$ cat src/rtl/obstacle_detect_brake_controller_macros.svh
// Assertion macros used by the obstacle detect brake controller FSM.
`ifndef OBSTACLE_DETECT_BRAKE_CONTROLLER_MACROS_SVH
`define OBSTACLE_DETECT_BRAKE_CONTROLLER_MACROS_SVH

// Property checked at every edge outside reset.
`define ODBC_ASSERT(lbl, prop, msg) \
  lbl: assert property (@(posedge clk_i) disable iff (!rst_ni) (prop)) else $error(msg);

// Antecedent this cycle implies consequent next cycle.
`define ODBC_ASSERT_NEXT(lbl, ante, cons, msg) \
  lbl: assert property (@(posedge clk_i) disable iff (!rst_ni) (ante) |=> (cons)) \
    else $error(msg);

`endif

$ cat src/rtl/odbc_pkg.sv
package odbc_pkg;

  localparam int unsigned ADDR_W = 5;
  localparam int unsigned DATA_W = 32;

  localparam logic [2:0] REG_ENABLE        = 3'd0;
  localparam logic [2:0] REG_SIDE_MASK     = 3'd1;
  localparam logic [2:0] REG_AVOID_MODE    = 3'd2;
  localparam logic [2:0] REG_DIRECTION     = 3'd3;
  localparam logic [2:0] REG_ACTIVE_LEVELS = 3'd4;

  typedef enum logic [1:0] {
    MODE_NORMAL  = 2'd0,
    MODE_ACTION  = 2'd1,
    MODE_STOP    = 2'd2,
    MODE_RELEASE = 2'd3
  } mode_e;

  typedef struct packed {
    logic [2:0] front_sensors;
    logic [2:0] rear_sensors;
  } in_t;

  typedef struct packed {
    logic brake_pulse;
    logic release_pulse;
    logic end_move_pulse;
    logic obstacle_latched;
    logic obstacle_seen;
  } out_t;

  typedef struct packed {
    logic       enable;
    logic [2:0] side_mask;
    mode_e      avoid_mode;
    logic       direction;
    logic [5:0] active_levels;
  } cfg_t;

endpackage

$ cat src/rtl/odbc_cfg.sv
module odbc_cfg (
  input  logic                        clk_i,
  input  logic                        rst_ni,
  input  logic                        psel,
  input  logic                        penable,
  input  logic                        pwrite,
  input  logic [odbc_pkg::ADDR_W-1:0] paddr,
  input  logic [odbc_pkg::DATA_W-1:0] pwdata,
  output logic [odbc_pkg::DATA_W-1:0] prdata,
  output logic                        pready,
  output odbc_pkg::cfg_t              cfg_o
);

  odbc_pkg::cfg_t cfg_q, cfg_d;
  logic [2:0]     idx;
  logic           wr_en;

  assign idx    = paddr[odbc_pkg::ADDR_W-1:2];
  assign pready = 1'b1;
  assign wr_en  = psel & penable & pwrite;

  always_comb begin
    cfg_d = cfg_q;
    if (wr_en) begin
      unique case (idx)
        odbc_pkg::REG_ENABLE:        cfg_d.enable        = pwdata[0];
        odbc_pkg::REG_SIDE_MASK:     cfg_d.side_mask     = pwdata[2:0];
        odbc_pkg::REG_AVOID_MODE:    cfg_d.avoid_mode    = odbc_pkg::mode_e'(pwdata[1:0]);
        odbc_pkg::REG_DIRECTION:     cfg_d.direction     = pwdata[0];
        odbc_pkg::REG_ACTIVE_LEVELS: cfg_d.active_levels = pwdata[5:0];
        default: ;
      endcase
    end
  end

  always_comb begin
    prdata = '0;
    unique case (idx)
      odbc_pkg::REG_ENABLE:        prdata[0]   = cfg_q.enable;
      odbc_pkg::REG_SIDE_MASK:     prdata[2:0] = cfg_q.side_mask;
      odbc_pkg::REG_AVOID_MODE:    prdata[1:0] = cfg_q.avoid_mode;
      odbc_pkg::REG_DIRECTION:     prdata[0]   = cfg_q.direction;
      odbc_pkg::REG_ACTIVE_LEVELS: prdata[5:0] = cfg_q.active_levels;
      default: ;
    endcase
  end

  always_ff @(posedge clk_i or negedge rst_ni) begin
    if (!rst_ni) begin
      cfg_q.enable        <= 1'b1;
      cfg_q.side_mask     <= 3'b111;
      cfg_q.avoid_mode    <= odbc_pkg::MODE_NORMAL;
      cfg_q.direction     <= 1'b0;
      cfg_q.active_levels <= 6'd0;
    end else begin
      cfg_q <= cfg_d;
    end
  end

  assign cfg_o = cfg_q;

endmodule

$ cat src/rtl/odbc_fsm.sv
`include "obstacle_detect_brake_controller_macros.svh"

module odbc_fsm #(
  parameter int unsigned FILTER_TICKS     = 7,
  parameter int unsigned STOP_HOLD_TICKS  = 20,
  parameter int unsigned AVOID_HOLD_TICKS = 40
) (
  input  logic           clk_i,
  input  logic           rst_ni,
  input  logic           advance_i,
  input  odbc_pkg::in_t  item_i,
  input  odbc_pkg::cfg_t cfg_i,
  output odbc_pkg::out_t result_o
);

  localparam int unsigned HoldMax = (STOP_HOLD_TICKS > AVOID_HOLD_TICKS) ?
                                    STOP_HOLD_TICKS : AVOID_HOLD_TICKS;
  localparam int unsigned FW = $clog2(FILTER_TICKS + 1);
  localparam int unsigned HW = $clog2(HoldMax + 2);

  logic [FW-1:0] filt_q, filt_d;
  logic [HW-1:0] hold_q, hold_d, hold_inc;
  logic          avs_q, avs_d;
  logic          det_q, det_d;

  logic [2:0] lev, act;
  logic       seen, brake, rel, endmove;

  assign lev      = cfg_i.direction ? item_i.rear_sensors : item_i.front_sensors;
  assign act      = cfg_i.direction ? cfg_i.active_levels[5:3] : cfg_i.active_levels[2:0];
  assign seen     = |(~(lev ^ act) & cfg_i.side_mask);
  assign hold_inc = hold_q + HW'(1);

  always_comb begin
    filt_d  = filt_q;
    hold_d  = hold_q;
    avs_d   = avs_q;
    det_d   = det_q;
    brake   = 1'b0;
    rel     = 1'b0;
    endmove = 1'b0;
    if (cfg_i.enable) begin
      if (seen && !det_q && (filt_q < FW'(FILTER_TICKS))) begin
        filt_d = filt_q + FW'(1);
      end else if (seen && !det_q) begin
        hold_d = '0;
        avs_d  = 1'b0;
        det_d  = 1'b1;
        brake  = 1'b1;
      end else if (det_q) begin
        case (cfg_i.avoid_mode) inside
          odbc_pkg::MODE_STOP: begin
            if (hold_inc > HW'(STOP_HOLD_TICKS)) begin
              hold_d = HW'(STOP_HOLD_TICKS);
              if (!seen) begin
                det_d  = 1'b0;
                filt_d = '0;
                rel    = 1'b1;
              end
            end else begin
              hold_d = hold_inc;
            end
          end
          odbc_pkg::MODE_NORMAL, odbc_pkg::MODE_ACTION: begin
            if (!avs_q) begin
              if (hold_inc > HW'(AVOID_HOLD_TICKS)) begin
                avs_d   = 1'b1;
                hold_d  = '0;
                filt_d  = '0;
                endmove = 1'b1;
              end else begin
                hold_d = hold_inc;
              end
            end
          end
          default: begin
            det_d  = 1'b0;
            filt_d = '0;
            rel    = 1'b1;
          end
        endcase
      end
    end
  end

  always_ff @(posedge clk_i or negedge rst_ni) begin
    if (!rst_ni) begin
      filt_q <= '0;
      hold_q <= '0;
      avs_q  <= 1'b0;
      det_q  <= 1'b0;
    end else if (advance_i) begin
      filt_q <= filt_d;
      hold_q <= hold_d;
      avs_q  <= avs_d;
      det_q  <= det_d;
    end
  end

  assign result_o.brake_pulse      = brake;
  assign result_o.release_pulse    = rel;
  assign result_o.end_move_pulse   = endmove;
  assign result_o.obstacle_latched = det_d;
  assign result_o.obstacle_seen    = seen;

  `ODBC_ASSERT(a_one_pulse, $onehot0({brake, rel, endmove}), "more than one pulse in a tick")
  `ODBC_ASSERT(a_filt_range, filt_q <= FW'(FILTER_TICKS), "filter count out of range")
  `ODBC_ASSERT(a_hold_range, hold_q <= HW'(HoldMax), "hold count out of range")
  `ODBC_ASSERT_NEXT(a_brake_latch, advance_i && brake, det_q && !avs_q && hold_q == '0,
                    "brake did not latch detection")
  `ODBC_ASSERT_NEXT(a_frozen, advance_i && !cfg_i.enable,
                    $stable(det_q) && $stable(filt_q) && $stable(hold_q),
                    "state moved while disabled")

endmodule

$ cat src/rtl/obstacle_detect_brake_controller.sv
// Obstacle detect and brake controller. One tick of sensor levels per transaction
// and exactly one result per tick; a tick can be accepted every clock cycle, and its
// result passes through the input register and then the result register, with the
// state update in between. Throughput is limited only by out_stall_i. Configuration
// is written over the APB port (byte addresses 0 to 16) and must only change while
// no transaction is in flight.
module obstacle_detect_brake_controller #(
  parameter int unsigned FILTER_TICKS     = 7,
  parameter int unsigned STOP_HOLD_TICKS  = 20,
  parameter int unsigned AVOID_HOLD_TICKS = 40
) (
  input  logic                        clk_i,
  input  logic                        rst_ni,
  input  logic                        in_valid_i,
  output logic                        in_stall_o,
  input  odbc_pkg::in_t               in_data_i,
  output logic                        out_valid_o,
  input  logic                        out_stall_i,
  output odbc_pkg::out_t              out_data_o,
  input  logic                        psel,
  input  logic                        penable,
  input  logic                        pwrite,
  input  logic [odbc_pkg::ADDR_W-1:0] paddr,
  input  logic [odbc_pkg::DATA_W-1:0] pwdata,
  output logic [odbc_pkg::DATA_W-1:0] prdata,
  output logic                        pready
);

  odbc_pkg::cfg_t cfg;
  odbc_pkg::in_t  item_q;
  odbc_pkg::out_t res, res_q;
  logic           item_vld_q, item_vld_d;
  logic           out_vld_q, out_vld_d;
  logic           adv, accept;

  assign adv        = item_vld_q & (~out_vld_q | ~out_stall_i);
  assign in_stall_o = item_vld_q & ~adv;
  assign accept     = in_valid_i & ~in_stall_o;
  assign item_vld_d = accept | (item_vld_q & ~adv);
  assign out_vld_d  = adv | (out_vld_q & out_stall_i);

  odbc_cfg u_cfg (
    .clk_i   (clk_i),
    .rst_ni  (rst_ni),
    .psel    (psel),
    .penable (penable),
    .pwrite  (pwrite),
    .paddr   (paddr),
    .pwdata  (pwdata),
    .prdata  (prdata),
    .pready  (pready),
    .cfg_o   (cfg)
  );

  odbc_fsm #(
    .FILTER_TICKS     (FILTER_TICKS),
    .STOP_HOLD_TICKS  (STOP_HOLD_TICKS),
    .AVOID_HOLD_TICKS (AVOID_HOLD_TICKS)
  ) u_fsm (
    .clk_i     (clk_i),
    .rst_ni    (rst_ni),
    .advance_i (adv),
    .item_i    (item_q),
    .cfg_i     (cfg),
    .result_o  (res)
  );

  always_ff @(posedge clk_i or negedge rst_ni) begin
    if (!rst_ni) begin
      item_vld_q <= 1'b0;
      out_vld_q  <= 1'b0;
    end else begin
      item_vld_q <= item_vld_d;
      out_vld_q  <= out_vld_d;
    end
  end

  always_ff @(posedge clk_i) begin
    if (accept) begin
      item_q <= in_data_i;
    end
    if (adv) begin
      res_q <= res;
    end
  end

  assign out_valid_o = out_vld_q;
  assign out_data_o  = res_q;

endmodule

$ cat config.mk
export PLATFORM = sky130hd
export DESIGN_NAME = obstacle_detect_brake_controller
export DESIGN_NICKNAME = d
export VERILOG_FILES = /design/src/rtl/odbc_pkg.sv /design/src/rtl/odbc_cfg.sv /design/src/rtl/odbc_fsm.sv /design/src/rtl/obstacle_detect_brake_controller.sv
export VERILOG_INCLUDE_DIRS = /design/src /design/src/rtl
export SDC_FILE = /design/constraint.sdc
export NUM_CORES = 1
export LEC_CHECK = 0
export BUFFER_PORTS_ARGS = -buffer_cell sky130_fd_sc_hd__clkbuf_2
export CORE_MARGIN = 10
export CORE_UTILIZATION = 52
export DETAILED_ROUTE_END_ITERATION = 7
export PLACE_DENSITY_LB_ADDON = 0.25
export RECOVER_POWER = 100
export SKIP_LAST_GASP = 1
export SYNTH_ARGS = -nofsm -noshare
export SYNTH_HDL_FRONTEND = slang
export SYNTH_SLANG_ARGS = --single-unit
export TNS_END_PERCENT = 1
$ cat constraint.sdc
create_clock -name clk_i -period 4 [get_ports clk_i]
set_input_delay 0.2 -clock clk_i [delete_from_list [all_inputs] [get_ports clk_i]]
set_output_delay 0.2 -clock clk_i [all_outputs]
set_load 0.01 [all_outputs]
==> out/qor.yml, run 1 <==
cts_buffers: 5
finalSetupViolCount: 0
hp-start: "in_data_i[1]"
top_usage_layer: "met2"
synthArstFlopShare_pct: 70.3
hold_viol_final: 0
drtAntennaViolNets: 0
cpPeakStageDelay_ps: 470
grt_max_degree: 27
cp_data_required_time_ps: 4150
die_h_um: 86.0
die_area_um2: 7400
worst_pin_slew_ps: 1440
via_per_inst: 5.33
port_buffers: 34
min_delay_worst_endpoint: "item_q[1]"
cts_tree: "yes"
critical-path-top-delay-family: "compound AO/OA/AOI/OAI gates"
synth_top_flop_cell: "dfrtp_1"
path_class: "reg -> reg"
ioPinCount: 90
synth_seq_cells: 37
antenna_found_initial: 0
critPathMaxFanout: 8
clkTransAtPathRegs_ps: 80
leakage_nw: 1.04
ir_drop_v: 0.000306
fin_nets: 307
nFillCells: 378
detail_route.wl_per_cell_um: 14.8
fin_crit_ps: 2160
max_cap_violations: 0
drtPass1Iterations: 4
drc_errors: 0
die_x_um: 86.0
gp_congestion: 0.789
hp-class: "in -> reg"
initial_core_util_pct: 55.1
worstRegToRegCells: 7
worst-path-stages: 7
seq_power_share_pct: 52.5
design.core.area_um2: 4120
ys_seq_area_share_pct: 43.5
gr-usage-met1_pct: 14.4
run_status: "finished clean"
skew_ps: 12.8
powerDensity_nw_per_um2: 390
insertion_delay_ps: 300
cts_max_path_buffers: 2
fmaxAchievable_mhz: 463
holdWs_ps: 71.9
detailed_place_hpwl_mm: 3.58
num_vias: 1627
rsz0062_at_grt: "no"
grt_usage_pct: 12.3
post_dp_cell_area_um2: 2340
p_comb_share_pct: 20.0
grt_overflow_total: 0
cts_resized: 0
grtUsageMet2_pct: 19.5
multi_input_area_um2: 1050
pwr-share-clk_pct: 27.5
reg2reg_from: "u_fsm.hold_q[0]"
arrival_ps: 2310
rows: 23
routed_wl_mm: 4.52
post-route-period-util_pct: 54.0
ys_warn_count: 0
crit_chain: "ha_1 > a32o_1 > a221o_1 > nand2_1 > a32oi_1 > a21oi_1 > o32ai_1"
cts-root-buf: "clkbuf_8"
grt_pass1_vias: 1588
end_kind: "flip-flop"
min_delay_path_depth: 1
cts.htree.levels: 2
p_sw_share_pct: 30.6
met3_usage_pct: 5.58
maxSlewViolCount: 0
synthesis.area_um2: 2270
p_switching_mw: 0.284
netlist.area_leader.share_pct: 24.3
synth_largest_area_cell: "dfrtp_1"
synth_area_leaders: "dfrtp_1, edfxtp_1, buf_4, mux2_2, dfstp_2"
r2r_slack_ps: 1840
tns_ps: 0
instances_no_fill: 305
syn_to_final_growth_pct: 4.91
synthTopCellsByCount: "buf_4, dfrtp_1, nand2_1"
fin_total_pwr_mw: 0.928
synth_area_per_cell_um2: 10.3
antenna_cells: 0
p_int_mw: 0.644
critPathBufInv: 0
postSynthCellCount: 221
synth-edff-count: 11
drtIter0Drc: 93
regArea_um2: 986
synth.most_common_cell: "buf_4"
dp_cells: 296
drive_gt1_share_pct: 19.6
grt_first_pass_wirelength_mm: 7.48
rr_endpoint: "u_fsm.filt_q[0]"
startpoint_type: "flip-flop"
cts.sinks: 37
post-route-cell-area_um2: 2380
maxSlewHeadroom_pct: 4.00
critPathSlowestCell: "dfrtp_1"
post_synth_num_cell_types: 54
==> power groups by stage <==
stage | Sequential, mW | Combinational [mW] | Clock (mW)
2_1_floorplan | 0.483 | 0.169 | 0
3_3_place_gp | 0.494 | 0.195 | 0
3_5_place_dp | 0.496 | 0.199 | 0
4_1_cts | 0.488 | 0.201 | 0.261
5_1_grt | 0.497 | 0.209 | 0.276
6_report | 0.487 | 0.186 | 0.255
==> cells in the final DEF, fill, tap and decap left out, types with 4 or more instances in the layout <==
cell / synthesis / routed
clkbuf_1: 2 / 16
clkbuf_8: 0 / 5
nor2_1: 13 / 13
dfrtp_1: 22 / 22
xor2_1: 8 / 8
conb_1: 2 / 27
inv_1: 8 / 8
o21ai_0: 4 / 5
o22ai_1: 4 / 4
clkbuf_2: 0 / 18
edfxtp_1: 11 / 11
nand2_1: 18 / 19
a21oi_1: 8 / 9
mux2_2: 13 / 13
nand2b_1: 8 / 8
dfstp_2: 4 / 4
nand3_1: 8 / 8
and3_1: 6 / 6
==> final cells by class <==
cell class / count / share of cell area, %
clock buffers: 5 / 2.89
multi-input cells: 167 / 44.3
flip-flops and latches: 37 / 41.5
clock inverters: 3 / 0.737
repair buffers: 35 / 6.74
well taps: 50 / 2.63
inverters: 8 / 1.26
==> through the flow <==
stage / utilization [%] / setup slack (ps)
floorplan: - / 2110
global placement: 56.9 / 1960
detailed placement: 56.9 / 1950
CTS: 59.3 / 1930
global route: 57.8 / 1670
finish: 57.8 / 1840
==> logic make-up (layout without fill, tap and decap cells) <==
family                     count (synthesis)  in the layout  synth area share, %
and+or+nand+nor                           73             73                 17.4
buffers and inverters                     42             51                 12.4
AOI/OAI and AO/OA                         41             41                 13.7
DFF                                       37             37                 43.5
muxes                                     15             15                 7.90
xor gates and xnor gates                   8              8                 3.09
adders and majority gates                  3              3                 1.66
other                                      2             27                0.331
==> worst register-to-register path: stages (launching register included) <==
cell	delay [ps]
dfrtp_1	470
ha_1	310
a32o_1	220
a221o_1	340
nand2_1	130
a32oi_1	120
a21oi_1	280
o32ai_1	150
==> sequential cells by signal, summed over array words and instances, names as in the netlist <==
name / flops
u_fsm.avs_q: 1
out_valid_o: 1
item_q: 6
u_fsm.filt_q: 3
out_data_o: 5
u_fsm.hold_q: 6
u_fsm.det_q: 1
u_cfg.cfg_o: 13
item_vld_q: 1
==> per-layer routing <==
| layer | vias to the layer above | routed length (um) |
|---|---|---|
| met1 | 769 | 1890 |
| met2 | 60 | 2160 |
| met5 | - | 0 |
| li1 | 791 | - |
| met3 | 7 | 411 |
| met4 | 0 | 52 |
==> repair_timing <==
item / 4_1_cts / 5_1_grt
setup buffers: 0 / 0
endpoints found under the hold margin: 22 / 0
hold buffers: 1 / 0
==> worst max-delay path by stage <==
| stage | slack, ps | start | end |
|---|---|---|---|
| 6_report | 1840 | u_fsm.hold_q[0] | u_fsm.filt_q[0] |
| 3_5_place_dp | 1950 | u_fsm.hold_q[0] | u_fsm.filt_q[0] |
| 2_1_floorplan | 2110 | u_fsm.hold_q[0] | u_fsm.hold_q[2] |
| 3_3_place_gp | 1960 | u_fsm.hold_q[0] | out_data_o[1] |
| 4_1_cts | 1930 | u_fsm.hold_q[0] | u_fsm.filt_q[0] |
| 5_1_grt | 1670 | u_fsm.hold_q[0] | u_fsm.filt_q[0] |
Note: power is estimated with default switching activity, not from simulation.
==> run 2: changes to the inputs <==
CORE_UTILIZATION = 49   (was 52)
clock period = 2 ns   (was 4 ns; I/O delays follow)
==> out/qor.yml, run 2 (synthesis gave the netlist of run 1 again) <==
post-route-cell-area_um2: 2550  # was 2380 um^2
post-route-period-util_pct: 96.3  # was 54.0%
cts_buffers: 5  # unchanged
seq_power_share_pct: 50.1  # was 52.5%
grt_first_pass_wirelength_mm: 7.65  # was 7.48 mm
fmaxAchievable_mhz: 519  # was 463 MHz
detailed_place_hpwl_mm: 3.56  # was 3.58 mm
grt_pass1_vias: 1684  # was 1588
hp-class: "in -> reg"  # unchanged
grt_max_degree: 27  # unchanged
run_status: "finished clean"  # unchanged
critPathMaxFanout: 6  # was 8
clkTransAtPathRegs_ps: 80  # about the same
final_core_util_pct: 57.9  # was 57.8%
ioPinCount: 90  # unchanged
powerDensity_nw_per_um2: 760  # was 390 nW/um^2
fin_crit_ps: 1930  # was 2160 ps
drtPass1Iterations: 4  # unchanged
antenna_cells: 0  # unchanged
design.core.area_um2: 4410  # was 4120 um^2
routed_wl_mm: 4.59  # was 4.52 mm
critPathSlowestCell: "dfrtp_1"  # unchanged
maxSlewViolCount: 0  # unchanged
leakage_nw: 1.11  # was 1.04 nW
syn_to_final_growth_pct: 12.8  # was 4.91%
via_per_inst: 5.03  # was 5.33
cpPeakStageDelay_ps: 420  # was 470 ps
rsz0062_at_grt: "yes"  # was no
initial_core_util_pct: 51.3  # was 55.1%
grt_overflow_total: 0  # unchanged
num_vias: 1615  # was 1627
cts.htree.levels: 2  # unchanged
worst_pin_slew_ps: 1440  # about the same
p_int_mw: 1.34  # was 0.644 mW
maxSlewHeadroom_pct: 3.67  # was 4.00%
crit_chain: "ha_2 > a32o_1 > a221o_1 > nand2_2 > a31oi_4 > a32oi_1 > o41ai_2"  # was ha_1 > a32o_1 > a221o_1 > nand2_1 > a32oi_1 > a21oi_1 > o32ai_1
largest_register_ffs: 13  # unchanged
cp_data_required_time_ps: 2170  # was 4150 ps
die_h_um: 88  # was 86.0 um
post_cts_buffers: 0  # unchanged
p_sw_share_pct: 30.8  # was 30.6%
die_area_um2: 7740  # was 7400 um^2
drc_errors: 0  # unchanged
arrival_ps: 2100  # was 2310 ps
cts.sinks: 37  # unchanged
grt_usage_pct: 12.1  # was 12.3%
cts_tree: "yes"  # unchanged
p_switching_mw: 0.598  # was 0.284 mW
max_cap_violations: 0  # unchanged
final_cell_mix: "conb_1, dfrtp_1, clkbuf_2, nand2_1, clkbuf_1"  # was conb_1, dfrtp_1, nand2_1, clkbuf_2, clkbuf_1
dp_cells: 305  # was 296
detail_route.wl_per_cell_um: 14.3  # was 14.8 um
cts_max_path_buffers: 2  # unchanged
rows: 24  # was 23
port_buffers: 34  # unchanged
cts-root-buf: "clkbuf_8"  # unchanged
drive_gt1_share_pct: 24.2  # was 19.6%
instances_no_fill: 321  # was 305
regArea_um2: 986  # unchanged
insertion_delay_ps: 290  # was 300 ps
finalSetupViolCount: 0  # unchanged
ir_drop_v: 0.000491  # was 0.000306 V
startpoint_type: "flip-flop"  # unchanged
multi_input_area_um2: 1100  # was 1050 um^2
die_x_um: 88  # was 86.0 um
nFillCells: 406  # was 378
antenna_found_initial: 0  # unchanged
hold_viol_final: 0  # unchanged
p_comb_share_pct: 21.0  # was 20.0%
skew_ps: 9.09  # was 12.8 ps
fin_nets: 321  # was 307
path_class: "reg -> reg"  # unchanged
gp_congestion: 0.785  # was 0.789
layout_commonest_cell: "conb_1"  # unchanged
drtAntennaViolNets: 0  # unchanged
post_dp_cell_area_um2: 2400  # was 2340 um^2
drtIter0Drc: 42  # was 93
pwr-share-clk_pct: 28.9  # was 27.5%
end_kind: "flip-flop"  # unchanged
[run 2: stage by stage]
stage | power (mW) | worst slack [ps] | hold WS, ps | setup TNS [ps]
2_1_floorplan | 1.30 | 106 | -196 | 0
3_3_place_gp | 1.38 | 32.7 | 173 | 0
3_5_place_dp | 1.39 | 20.2 | 180 | 0
4_1_cts | 1.97 | 10.6 | 33.3 | 0
5_1_grt | 2.04 | -20.2 | 39.0 | -66.6
6_report | 1.94 | 74.4 | 41.7 | 0
[run 2: cell type report]
cell class | instances | area share (%)
Timing Repair Buffer | 49 | 11.0
Sequential cell | 37 | 38.6
Clock inverter | 2 | 0.539
Inverter | 8 | 1.18
Clock buffer | 6 | 3.23
Tap cell | 52 | 2.55
Multi-Input combinational cell | 167 | 42.9
[run 2: power by group through the flow]
stage / logic, mW / registers, mW / clock network, mW
after global placement: 0.392 / 0.987 / 0
final: 0.408 / 0.973 / 0.562
after global routing: 0.456 / 0.991 / 0.597
after detailed placement: 0.399 / 0.992 / 0
after floorplan: 0.339 / 0.965 / 0
after CTS: 0.414 / 0.976 / 0.575
[run 2: layer usage]
metal	part of all wire [%]	vias to the layer above	global-route usage [%]
li1	-	817	-
met1	44	752	14.5
met2	47	40	19.5
met3	7.5	6	4.18
met4	1.3	0	4.35
met5	0	-	0
[run 2: worst max-delay path, delay by kind of cell, from the launching register on]
family / cells / cell delay, ps
simple gates: 1 / 130
fa+ha+maj: 1 / 220
compound gates: 5 / 1040
flops: 1 / 420
[run 2: path summary, 6_finish.rpt]
| path | startpoint | endpoint | slack [ps] | cells past startpoint |
|---|---|---|---|---|
| worst max-delay path | u_fsm.hold_q[1] | u_fsm.hold_q[3] | 70 | 7 |
| worst min-delay path | pwdata[5] | u_cfg.cfg_o[5] | 40 | 2 |
| worst max register to register | u_fsm.hold_q[1] | u_fsm.hold_q[3] | 70 | 7 |
| worst min register to register | item_vld_q | out_valid_o | 520 | 1 |
| max in group asynchronous | rst_ni | u_fsm.det_q | 480 | 2 |
| min in group asynchronous | rst_ni | u_cfg.cfg_o[6] | 680 | 2 |
[run 2: repair_timing]
action | 4_1_cts | 5_1_grt
hold endpoints to repair | 29 | 0
hold buffers | 8 | 0
gates resized for setup | 0 | 3
setup endpoints to repair | 0 | 10
